File: src/hw/rtl/bfo_pkg.sv
// shared constants for the balance feedback and odometry block
`default_nettype none

package bfo_pkg;

	// configuration register indexes
	localparam int unsigned CFG_IDX_W = 3;
	localparam logic [CFG_IDX_W-1:0] REG_GAIN_POSITION    = 3'd0;
	localparam logic [CFG_IDX_W-1:0] REG_GAIN_PITCH       = 3'd1;
	localparam logic [CFG_IDX_W-1:0] REG_GAIN_WHEEL_SPEED = 3'd2;
	localparam logic [CFG_IDX_W-1:0] REG_GAIN_PITCH_RATE  = 3'd3;
	localparam logic [CFG_IDX_W-1:0] REG_TICK_PERIOD      = 3'd4;

	// register reset values
	localparam logic signed [15:0] RST_GAIN_POSITION    = 16'sd256;
	localparam logic signed [15:0] RST_GAIN_PITCH       = 16'sd512;
	localparam logic signed [15:0] RST_GAIN_WHEEL_SPEED = 16'sd768;
	localparam logic signed [15:0] RST_GAIN_PITCH_RATE  = 16'sd1024;
	localparam logic [15:0]        RST_TICK_PERIOD      = 16'd655;

	// wheel radius / (track * 2 pi) and wheel radius / 2, both Q0.24
	localparam logic signed [20:0] HEAD_K = 21'sd644525;
	localparam logic signed [20:0] VEL_K  = 21'sd293601;

	// pi/2 in Q2.30 and one in Q2.30 for the sine series
	localparam longint HALF_PI_Q30 = 64'sd1686629713;
	localparam longint Q30_ONE     = 64'sd1073741824;

	// sine magnitude for a full quarter turn
	localparam logic signed [16:0] SINE_FULL = 17'sd32768;

endpackage

`default_nettype wire

File: src/hw/rtl/balance_feedback_with_odometry.sv
// balance feedback with differential-drive odometry, top level
//
// channels: item_valid/item_stall carries one control tick (two wheel speeds,
// pitch, pitch rate); result_valid/result_stall carries the two drive values,
// position and heading after that tick. a transaction happens at a rising
// edge with valid high and stall low. cfg_valid/cfg_ready writes one gain or
// the tick period by index; cfg_ready is always high. the user is to make
// writes only while idle; the block does not enforce it. every product goes
// through one shared 34x21 signed multiplier under a 15-state sequencer, with
// its result registered before use. item_stall is high from an accepted item
// until the sequencer is idle, so a new item is only taken after that. the
// sine/cosine come from a constant quarter-wave rom with a registered read.
// the result sits in an output register; the next item can be taken while
// it waits. if the receiver stalls, a second finished item holds in the last
// sequencer step until the output register frees up.
// reset clears heading and position, loads the default gains and period;
// the rom is a constant, so no fill pass follows reset.
`default_nettype none

module balance_feedback_with_odometry
	import bfo_pkg::*;
#(
	parameter int SINE_TABLE_DEPTH = 256
) (
	input  wire                        clk,
	input  wire                        arst_n,
	input  wire                        item_valid,
	output logic                       item_stall,
	input  wire  signed [15:0]         wheel_speed_a,
	input  wire  signed [15:0]         wheel_speed_b,
	input  wire  signed [15:0]         pitch_angle,
	input  wire  signed [15:0]         pitch_rate,
	output logic                       result_valid,
	input  wire                        result_stall,
	output logic signed [31:0]         drive_first,
	output logic signed [31:0]         drive_second,
	output logic signed [31:0]         pos_x,
	output logic signed [31:0]         pos_y,
	output logic        [15:0]         heading,
	input  wire                        cfg_valid,
	output logic                       cfg_ready,
	input  wire         [CFG_IDX_W-1:0] cfg_index,
	input  wire         [15:0]         cfg_data
);

	localparam int ADDR_W = $clog2(SINE_TABLE_DEPTH);
	localparam int IDX_W  = $clog2(SINE_TABLE_DEPTH + 1);
	localparam int SCL_W  = 14 + IDX_W;

	localparam logic [3:0] S_IDLE = 4'd0;
	localparam logic [3:0] S_HD   = 4'd1;
	localparam logic [3:0] S_HK   = 4'd2;
	localparam logic [3:0] S_SD   = 4'd3;
	localparam logic [3:0] S_VK   = 4'd4;
	localparam logic [3:0] S_COS  = 4'd5;
	localparam logic [3:0] S_CP   = 4'd6;
	localparam logic [3:0] S_SP   = 4'd7;
	localparam logic [3:0] S_PY   = 4'd8;
	localparam logic [3:0] S_GR   = 4'd9;
	localparam logic [3:0] S_GX   = 4'd10;
	localparam logic [3:0] S_GW1  = 4'd11;
	localparam logic [3:0] S_GW2  = 4'd12;
	localparam logic [3:0] S_D2   = 4'd13;
	localparam logic [3:0] S_OUT  = 4'd14;

	// quarter-wave sine by a truncating power series
	function automatic logic [SINE_TABLE_DEPTH*16-1:0] build_sine();
		logic [SINE_TABLE_DEPTH*16-1:0] r;
		longint x;
		longint term;
		longint acc;
		longint e;
		int i;
		int k;
		r = '0;
		for (i = 0; i < SINE_TABLE_DEPTH; i++) begin
			x = (HALF_PI_Q30 * longint'(i)) / SINE_TABLE_DEPTH;
			term = x;
			acc = x;
			for (k = 1; k <= 6; k++) begin
				term = (term * x) / Q30_ONE;
				term = (term * x) / Q30_ONE;
				// divide by (2k)(2k+1)
				case (k)
					1: term = -term / 64'sd6;
					2: term = -term / 64'sd20;
					3: term = -term / 64'sd42;
					4: term = -term / 64'sd72;
					5: term = -term / 64'sd110;
					default: term = -term / 64'sd156;
				endcase
				acc = acc + term;
			end
			if (acc < 0) begin
				acc = 0;
			end
			e = (acc + 64'sd16384) >>> 15;
			if (e > 64'sd32767) begin
				e = 64'sd32767;
			end
			r[i*16 +: 16] = e[15:0];
		end
		return r;
	endfunction

	localparam logic [SINE_TABLE_DEPTH*16-1:0] SINE_ROM = build_sine();

	function automatic logic signed [31:0] sat32(input logic signed [55:0] v);
		if (v > 56'sd2147483647) begin
			return 32'sh7fffffff;
		end else if (v < -56'sd2147483648) begin
			return 32'sh80000000;
		end
		return v[31:0];
	endfunction

	// control
	logic [3:0]  state_q;
	logic        result_valid_q;

	// configuration
	logic signed [15:0] gain_position_q;
	logic signed [15:0] gain_pitch_q;
	logic signed [15:0] gain_wheel_speed_q;
	logic signed [15:0] gain_pitch_rate_q;
	logic        [15:0] tick_period_q;

	// odometry state
	logic        [15:0] heading_q;
	logic signed [31:0] pos_x_q;
	logic signed [31:0] pos_y_q;

	// working registers
	logic signed [15:0] wa_q;
	logic signed [15:0] wb_q;
	logic signed [15:0] pitch_q;
	logic signed [15:0] rate_q;
	logic signed [54:0] prod_q;
	logic signed [31:0] p_q;
	logic signed [16:0] cs_q;
	logic        [15:0] rom_q;
	logic               full_q;
	logic               neg_q;
	logic signed [47:0] acc_q;
	logic signed [31:0] drive_first_w_q;
	logic signed [31:0] drive_second_w_q;

	// output register
	logic signed [31:0] drive_first_q;
	logic signed [31:0] drive_second_q;
	logic signed [31:0] pos_x_out_q;
	logic signed [31:0] pos_y_out_q;
	logic        [15:0] heading_out_q;

	// shared multiplier
	logic signed [33:0] op_a;
	logic signed [20:0] op_b;
	logic signed [54:0] prod_d;

	logic signed [16:0] diff;
	logic signed [17:0] negsum;

	// rom addressing
	logic        [15:0]       rom_angle;
	logic        [SCL_W-1:0]  scaled;
	logic        [IDX_W-1:0]  idx;
	logic        [IDX_W-1:0]  sel;
	logic        [ADDR_W-1:0] rom_addr;
	logic                     rom_full;

	logic signed [16:0] mag;
	logic signed [16:0] cs_d;

	logic signed [54:0] head_sum;
	logic signed [54:0] p_sum;
	logic signed [55:0] pos_delta;
	logic signed [55:0] pos_new;
	logic signed [55:0] drive_sum;
	logic signed [55:0] drive_rnd;
	logic               accept;
	logic               out_free;

	assign accept     = item_valid && !item_stall;
	assign item_stall = (state_q != S_IDLE);
	assign out_free   = !result_valid_q || !result_stall;
	assign cfg_ready  = 1'b1;

	assign diff   = 17'(wa_q) - 17'(wb_q);
	assign negsum = -(18'(wa_q) + 18'(wb_q));

	always_comb begin
		op_a = '0;
		op_b = '0;
		case (state_q)
			S_HD: begin
				op_a = 34'(diff);
				op_b = 21'(tick_period_q);
			end
			S_HK: begin
				op_a = prod_q[33:0];
				op_b = HEAD_K;
			end
			S_SD: begin
				op_a = 34'(negsum);
				op_b = 21'(tick_period_q);
			end
			S_VK: begin
				op_a = prod_q[33:0];
				op_b = VEL_K;
			end
			S_CP, S_SP: begin
				op_a = 34'(p_q);
				op_b = 21'(cs_q);
			end
			S_PY: begin
				op_a = 34'(pitch_q);
				op_b = 21'(gain_pitch_q);
			end
			S_GR: begin
				op_a = 34'(rate_q);
				op_b = 21'(gain_pitch_rate_q);
			end
			S_GX: begin
				op_a = 34'(pos_x_q);
				op_b = 21'(gain_position_q);
			end
			S_GW1: begin
				op_a = 34'(wb_q);
				op_b = 21'(gain_wheel_speed_q);
			end
			S_GW2: begin
				op_a = 34'(wa_q);
				op_b = 21'(gain_wheel_speed_q);
			end
			default: begin
				op_a = '0;
				op_b = '0;
			end
		endcase
	end

	assign prod_d = op_a * op_b;

	// cosine is sine a quarter turn ahead
	assign rom_angle = (state_q == S_VK) ? heading_q + 16'h4000 : heading_q;
	assign scaled    = SCL_W'(rom_angle[13:0]) * SCL_W'(SINE_TABLE_DEPTH);
	assign idx       = scaled[14 +: IDX_W];
	assign sel       = rom_angle[14] ? IDX_W'(SINE_TABLE_DEPTH) - idx : idx;
	assign rom_full  = (sel == IDX_W'(SINE_TABLE_DEPTH));
	assign rom_addr  = sel[ADDR_W-1:0];

	assign mag  = full_q ? SINE_FULL : signed'({1'b0, rom_q});
	assign cs_d = neg_q ? -mag : mag;

	// round half up at the binary point of the heading step, velocity, position steps and drives
	assign head_sum  = prod_q + 55'sd2147483648;
	assign p_sum     = prod_q + 55'sd8388608;
	assign pos_delta = (56'(prod_q) + 56'sd4194304) >>> 23;
	assign pos_new   = (state_q == S_SP) ? 56'(pos_x_q) + pos_delta
	                                     : 56'(pos_y_q) + pos_delta;
	assign drive_sum = 56'(acc_q) + (56'(prod_q) <<< 8) + 56'sd128;
	assign drive_rnd = drive_sum >>> 8;

	// rom read, registered
	always_ff @(posedge clk) begin
		if (state_q == S_VK || state_q == S_COS) begin
			rom_q  <= SINE_ROM[{rom_addr, 4'b0000} +: 16];
			full_q <= rom_full;
			neg_q  <= rom_angle[15];
		end
	end

	// configuration registers
	always_ff @(posedge clk or negedge arst_n) begin
		if (!arst_n) begin
			gain_position_q    <= RST_GAIN_POSITION;
			gain_pitch_q       <= RST_GAIN_PITCH;
			gain_wheel_speed_q <= RST_GAIN_WHEEL_SPEED;
			gain_pitch_rate_q  <= RST_GAIN_PITCH_RATE;
			tick_period_q      <= RST_TICK_PERIOD;
		end else if (cfg_valid && cfg_ready) begin
			case (cfg_index)
				REG_GAIN_POSITION:    gain_position_q    <= cfg_data;
				REG_GAIN_PITCH:       gain_pitch_q       <= cfg_data;
				REG_GAIN_WHEEL_SPEED: gain_wheel_speed_q <= cfg_data;
				REG_GAIN_PITCH_RATE:  gain_pitch_rate_q  <= cfg_data;
				REG_TICK_PERIOD:      tick_period_q      <= cfg_data;
				default: begin
				end
			endcase
		end
	end

	// sequencer and odometry state
	always_ff @(posedge clk or negedge arst_n) begin
		if (!arst_n) begin
			state_q        <= S_IDLE;
			result_valid_q <= 1'b0;
			heading_q      <= '0;
			pos_x_q        <= '0;
			pos_y_q        <= '0;
		end else begin
			if (state_q == S_OUT && out_free) begin
				result_valid_q <= 1'b1;
			end else if (!result_stall) begin
				result_valid_q <= 1'b0;
			end
			case (state_q)
				S_IDLE: begin
					if (accept) begin
						state_q <= S_HD;
					end
				end
				S_SD: begin
					heading_q <= heading_q + head_sum[47:32];
					state_q   <= S_VK;
				end
				S_SP: begin
					pos_x_q <= sat32(pos_new);
					state_q <= S_PY;
				end
				S_PY: begin
					pos_y_q <= sat32(pos_new);
					state_q <= S_GR;
				end
				S_OUT: begin
					if (out_free) begin
						state_q <= S_IDLE;
					end
				end
				default: begin
					state_q <= state_q + 4'd1;
				end
			endcase
		end
	end

	// datapath registers
	always_ff @(posedge clk) begin
		if (accept) begin
			wa_q    <= wheel_speed_a;
			wb_q    <= wheel_speed_b;
			pitch_q <= pitch_angle;
			rate_q  <= pitch_rate;
		end
		if (state_q != S_IDLE && state_q != S_OUT) begin
			prod_q <= prod_d;
		end
		case (state_q)
			S_COS: begin
				p_q  <= 32'(p_sum >>> 24);
				cs_q <= cs_d;
			end
			S_CP: begin
				cs_q <= cs_d;
			end
			S_GR: begin
				acc_q <= 48'(prod_q) <<< 4;
			end
			S_GX: begin
				acc_q <= acc_q + (48'(prod_q) <<< 8);
			end
			S_GW1: begin
				acc_q <= acc_q + 48'(prod_q);
			end
			S_GW2: begin
				drive_first_w_q <= sat32(drive_rnd);
			end
			S_OUT: begin
				if (out_free) begin
					drive_first_q  <= drive_first_w_q;
					drive_second_q <= drive_second_w_q;
					pos_x_out_q    <= pos_x_q;
					pos_y_out_q    <= pos_y_q;
					heading_out_q  <= heading_q;
				end
			end
			default: begin
			end
		endcase
		if (state_q == S_D2) begin
			drive_second_w_q <= sat32(drive_rnd);
		end
	end

	assign result_valid = result_valid_q;
	assign drive_first  = drive_first_q;
	assign drive_second = drive_second_q;
	assign pos_x        = pos_x_out_q;
	assign pos_y        = pos_y_out_q;
	assign heading      = heading_out_q;

endmodule

`default_nettype wire

File: config.mk
export PLATFORM = sky130hd
export DESIGN_NAME = balance_feedback_with_odometry
export DESIGN_NICKNAME = d
export VERILOG_FILES = /design/src/hw/rtl/bfo_pkg.sv /design/src/hw/rtl/balance_feedback_with_odometry.sv
export SDC_FILE = /design/constraint.sdc
export NUM_CORES = 2
export LEC_CHECK = 0
export BUFFER_PORTS_ARGS = -buffer_cell sky130_fd_sc_hd__buf_2
export CORE_ASPECT_RATIO = 0.75
export CORE_MARGIN = 4
export CORE_UTILIZATION = 40
export CTS_CLUSTER_SIZE = 10
export DETAILED_ROUTE_END_ITERATION = 6
export GPL_TIMING_DRIVEN = 0
export PLACE_DENSITY_LB_ADDON = 0.2
export SYNTH_ARGS = -nofsm -noshare
export SYNTH_HDL_FRONTEND = slang
export SYNTH_SLANG_ARGS = --single-unit
export TNS_END_PERCENT = 30
File: constraint.sdc
create_clock -name clk -period 10.4 [get_ports clk]
set_clock_uncertainty 0.05 [all_clocks]
set_input_delay 0 -clock clk [delete_from_list [all_inputs] [get_ports clk]]
set_output_delay 0 -clock clk [all_outputs]
set_load 0.03 [all_outputs]
[Word level (Yosys, flattened, before mapping)]
Cells that the tools add are included.
Storage, ports and cells
  bits of input ports: 88
  register bits: 606
  logic and storage cells: 127
Cells by class
  reduce and logical (&&, ||, !) cells: 24
  mux-type cells: 29
  shifts and indexed selects: 1
  multiply operators: 1
  add/subtract/negate cells: 17
  magnitude comparators: 4
  eq/ne operators: 23
Operators by type and width (count)
  $shiftx 4096x13->16 const A: 1
  $pmux 34 s9: 1
  $mux 32: 8
  $pmux 21 s8: 1
  $pmux 48 s3: 1
  $add 48x48->48: 2
  $add 32x33->34: 2
  $add 48x56->56: 1
  $add 55x24->56 const B: 1
  $add 56x9->56 const B: 1
  $gt 56x32->1 const B: 1
  $lt 56x32->1 const B: 1
  $mux 56: 1
  $add 55x25->55 const B: 1
  $mul 34x21->55: 1
  $add 48x33->48 const B: 1
  $gt 48x32->1 const B: 1
  $lt 48x32->1 const B: 1
  $mux 16: 2
  $eq 4x4->1 const B: 7
  $pmux 4 s5: 1
  $neg 17->18: 1
  $add 16x16->17: 1
  $mux 17: 1
  28 further kinds: 59

[Depth between registers and ports, before layout]
  depth in word-level cells: 8
  mapped depth: 43
  mapped depth without buffers: 42

[Least setup slack after synthesis]
No wires, ideal clock.
  path type: register to register
  from: reg state_q[0]
  to: reg prod_q[53], data pin
  library setup time: 0.262 ns
  required time: 10.088 ns
  setup slack: 0.475 ns
  arrival: 9.614 ns
  cell stages (with the launch flop): 35
  path buffers: 4
  clock period less this slack: 9.925 ns
  path through: dfrtp_1 inv_1 ha_1 and3_1 clkbuf_1 clkbuf_1 a22oi_1 nand3_1 a21oi_1 o21ai_0 clkbuf_1 clkbuf_1 nand2_1 fa_1 inv_1 fa_1 fa_1 fa_1 inv_1 fa_1 fa_1 inv_1 fa_1 ha_1 nand4_1 nor3_1 o21a_1 or4_1 o2111ai_1 a31oi_1 a21o_1 a311o_1 a311oi_2 o21ai_1 xor2_1
On the way
  word-level cells in the longest chain between the ends: 4
  elaborated cells on any way between the ends: 18
RTL lines
  from (decl): RTL line balance_feedback_with_odometry.sv:118  | logic [3:0] state_q;
  from (signal assigned): RTL line balance_feedback_with_odometry.sv:332  | state_q <= state_q + 4'd1;
  $eq 4x3->1 (tied with other cells): RTL line balance_feedback_with_odometry.sv:194  | case (state_q)
  $reduce_or 2->1 (on tied branches)
  $pmux 34 s9 or $pmux 21 s8 (tied branches): RTL line balance_feedback_with_odometry.sv:194
  $mul 34x21->55 (*): RTL line balance_feedback_with_odometry.sv:242  | assign prod_d = op_a * op_b;
  net prod_d[53]: RTL line balance_feedback_with_odometry.sv:158  | logic signed [54:0] prod_d;
  to (signal assigned): RTL line balance_feedback_with_odometry.sv:347  | prod_q <= prod_d;
  to (decl): RTL line balance_feedback_with_odometry.sv:138  | logic signed [54:0] prod_q;
Mark *: on every way through the listed nets, which the timed path passes. The rest lies on a longest branch.
A chain may end at the register's enable or synchronous reset.

[Final worst setup path]
  from: reg wa_q[1]
  to: reg prod_q[53], data pin
On the way
  word-level cells in the longest chain between the ends: 4
  elaborated cells on any way between the ends: 5
RTL lines
  from (decl): RTL line balance_feedback_with_odometry.sv:134  | logic signed [15:0] wa_q;
  from (signal assigned): RTL line balance_feedback_with_odometry.sv:341  | wa_q <= wheel_speed_a;
  $add 16x16->17: RTL line balance_feedback_with_odometry.sv:189  | assign negsum = -(18'(wa_q) + 18'(wb_q));
  $neg 17->18: RTL line balance_feedback_with_odometry.sv:189
  $pmux 34 s9 (*): RTL line balance_feedback_with_odometry.sv:194
  $mul 34x21->55 (*): RTL line balance_feedback_with_odometry.sv:242
  net prod_d[53]: RTL line balance_feedback_with_odometry.sv:158
Marked as above.

==> out/metrics.json <==
{
  "synthesis": {
    "muxShareOfSynthArea_pct": 3.05,
    "synth_xor_area_share_pct": 4.72,
    "synth_nets": 7902,
    "async_flop_share_pct": 27.3,
    "synth-compound-area-share_pct": 15.0,
    "synthFlopType": "edfxtp_1",
    "ys_seq_elements": 605,
    "avgSynthCellArea_sq_um": 9.43,
    "synthesized_area_fraction_occupied_by_adder_cells_pct": 29.2,
    "synth-seq-area-share_pct": 27.3,
    "synth.distinct_cells": 102,
    "synth-edff-count": 440,
    "dominant_combinational_cell_family_by_area_after_synthesis": "adder cells",
    "synthCells": 6752,
    "netlist_area_before_placement_sq_um": 63700,
    "yosysWarningCount": 0,
    "synth-simple-area-share_pct": 12.4
  },
  "status": {
    "failing_checks": "capacitance limit, setup timing",
    "status": "finished, violations left"
  },
  "floorplan": {
    "initial_core_util_pct": 40.4,
    "ioPinCount": 235,
    "fp.dieArea_sq_um": 166000,
    "dieWidth_um": 469,
    "rows": 126,
    "coreArea_sq_um": 158000,
    "die_h_um": 354
  },
  "cells_and_area": {
    "mostFrequentLayoutCell": "inv_1",
    "nNetsFinal": 8511,
    "layout-area-overhead-vs-synth_pct": 17.5,
    "post-route-util_pct": 47.4,
    "drive_above_1_share_pct": 15.9,
    "layout.cells.non_filler": 9531,
    "final_cell_mix": "972 x inv_1, 769 x nand2_1, 691 x fa_1"
  },
  "timing": {
    "setup_total_negative_slack_ns": -0.189,
    "relSlewSlack_pct": 0.102,
    "timing_worst_slew_pin_value_ns": 1.50,
    "final-max-slew-violation-count": 0,
    "maxClockFrequency_ghz": 0.0954,
    "final.min_clock_period_ns": 10.48,
    "timing_hold_violations_final": 0,
    "grt_setup_unrepaired": "true",
    "finalSetupViolations": 4,
    "final_critical_path_setup_slack_ns": -0.0783,
    "min_period_over_period_pct": 101,
    "hold-worst-slack_ns": 0.0488
  },
  "setup_path": {
    "critical_path.startpoint": "wa_q[1]",
    "timing.reg2reg.worst_path_depth": 38,
    "rr_startpoint": "wa_q[1]",
    "worst_reg2reg_path_endpoint": "prod_q[53]",
    "cp_common_cell": "fa_1",
    "worst_ep_required_time_ns": 10.76,
    "crit_path_start_kind": "register",
    "slowest_cell_on_crit_path": "fa_2",
    "cp_data_arrival_time_ns": 10.83,
    "worst_path_largest_cell_delay_ns": 0.60,
    "reg2reg_slack_ns": -0.08,
    "cp_max_fo": 6,
    "worst_setup_path_end_kind": "register",
    "timing.critical_path.to": "prod_q[53]",
    "crit_path_category": "register to register"
  },
  "placed_design": {
    "port-buffer-count": 231,
    "post-dp-hpwl_um": 215000,
    "post-place-cells": 9109,
    "gpl.final_weighted_congestion": 1.03
  },
  "cts": {
    "numCtsBuffers": 76,
    "htree_num_levels": 3,
    "ctsRootBufferMaster": "clkbuf_16",
    "clock_insertion_delay_worst_skew_ns": 0.71,
    "cts_tree": "done",
    "clk_path_buf_depth": 3,
    "numClockSinks": 605,
    "clk_pin_slew_worst_paths_ns": 0.06
  },
  "drt": {
    "antenna_violating_nets_post_route": 0,
    "via_count": 55766,
    "postRouteWirelength_um": 275000,
    "post_drt_wl_per_cell_um": 28.9,
    "dr.pass1.iters": 6,
    "detail_route.iter0.violations": 6773,
    "drc": 0,
    "avgViaCountPerCell": 5.85
  },
  "job": {
    "max-cap-violations": 1
  },
  "grt": {
    "grt-busiest-layer": "met2",
    "via_count_of_the_first_global_routing_pass": 54656,
    "grt_overflow": 0,
    "routing_usage_on_met3_pct": 9.99,
    "wire_length_of_the_first_global_routing_pass_um": 391000,
    "global_route.usage.met1_pct": 45.3,
    "grt_use_met2_pct": 46.3,
    "grt_max_degree": 112,
    "antenna_found_initial": 16,
    "grt_usage_pct": 32.6
  },
  "hold_path": {
    "hold_class": "primary input to register"
  }
}
cells in the mapped netlist (15+ instances only):
cell type / count / area (sq um)
nand2_1: 790 / 2970
and3_1: 51 / 319
nor3_1: 74 / 370
edfxtp_1: 440 / 13200
a21o_1: 138 / 1040
a222oi_1: 41 / 410
o22ai_1: 16 / 100
a31oi_1: 55 / 344
buf_2: 45 / 225
a21oi_1: 332 / 1660
xor2_1: 131 / 1150
o21ai_1: 18 / 90.1
buf_1: 26 / 97.6
and2_1: 63 / 394
o21ai_2: 35 / 307
a221oi_1: 41 / 359
a22oi_1: 71 / 533
nand3_1: 106 / 531
nand2b_1: 45 / 282
buf_4: 15 / 113
o211ai_1: 35 / 263
o21a_1: 39 / 293
fa_1: 708 / 14200
clkbuf_1: 270 / 1010
xnor2_1: 210 / 1840
or3_1: 23 / 144
dfrtp_1: 154 / 3850
nor2b_1: 61 / 382
o21ai_0: 271 / 1360
o221ai_1: 32 / 280
nand4_1: 51 / 319
nor2_1: 476 / 1790
a211oi_1: 48 / 360
a311oi_1: 22 / 193
o21bai_1: 36 / 270
o31ai_1: 18 / 135
inv_1: 1000 / 3750
mux2_2: 160 / 1800
ha_1: 354 / 4430
critical path: cells and delay by family (launching register included):
family / cells / cell delay [ns]
adders and majority gates: 11 / 4.83
AOI/OAI and AO/OA: 14 / 3.05
buffers and inverters: 8 / 0.77
and+or+nand+nor: 4 / 0.59
DFF: 1 / 0.54
xor gates and xnor gates: 1 / 0.32
worst min path at each step:
stage / from / end / slack [ns] / depth (start not counted)
after floorplan: arst_n / gain_pitch_q[0] / -0.35 / 0
after global placement: pitch_angle[1] / pitch_q[1] / 0.13 / 1
after detailed placement: arst_n / gain_pitch_rate_q[0] / -0.08 / 1
after CTS: wheel_speed_a[13] / wa_q[13] / 0.003 / 2
after global routing: wheel_speed_a[13] / wa_q[13] / 0.03 / 2
final: wheel_speed_a[12] / wa_q[12] / 0.05 / 2
area by class of cell:
type / instances / area [sq um]
inverter: 1003 / 3780
sequential: 605 / 17400
buffer: 345 / 1990
multi-input combinational: 4778 / 42400
clock inverter: 20 / 270
timing repair buffer: 552 / 4260
clock buffer: 106 / 2030
fill: 15088 / 83000
antenna: 10 / 25.0
tap: 2112 / 2640
per-layer routing:
metal	part of all wire, %	vias up
li1	-	23964
met1	42	28091
met2	41	3043
met3	11	660
met4	5.5	8
met5	0.045	-
per-stage QoR:
stage          cell area (sq um)  worst slack, ns
6_report                   74800          -0.0783
5_1_grt                    74800           -0.266
4_1_cts                    74100        0.0000542
3_5_place_dp               67800            -3.69
3_3_place_gp               67500            -4.12
2_1_floorplan              63700            0.475
state kept, by name, summed over array words and instances (netlist names), 17 cells and up:
register          flops
drive_second_w_q     32
prod_q               55
p_q                  31
acc_q                48
pos_y                32
drive_first          32
cs_q                 17
drive_second         32
pos_x                32
pos_y_q              32
pos_x_q              32
drive_first_w_q      32
cell families after synthesis:
group | after synthesis
simple gates | 1796
compound gates | 1405
buf+inv | 1370
fa+ha+maj | 1062
flops | 605
xor+xnor | 342
mux | 171
other cells | 1
what timing repair did:
action,in CTS,in global routing
gates cloned,2,2
setup endpoints to repair,45,12
pin swaps,137,111
hold buffers,152,0
setup buffers,119,36
hold endpoints to repair,345,0
gates resized for setup,453,103
Power is not shown: default switching activity piles up to over one toggle a cycle in this logic, so the estimate is an artifact.
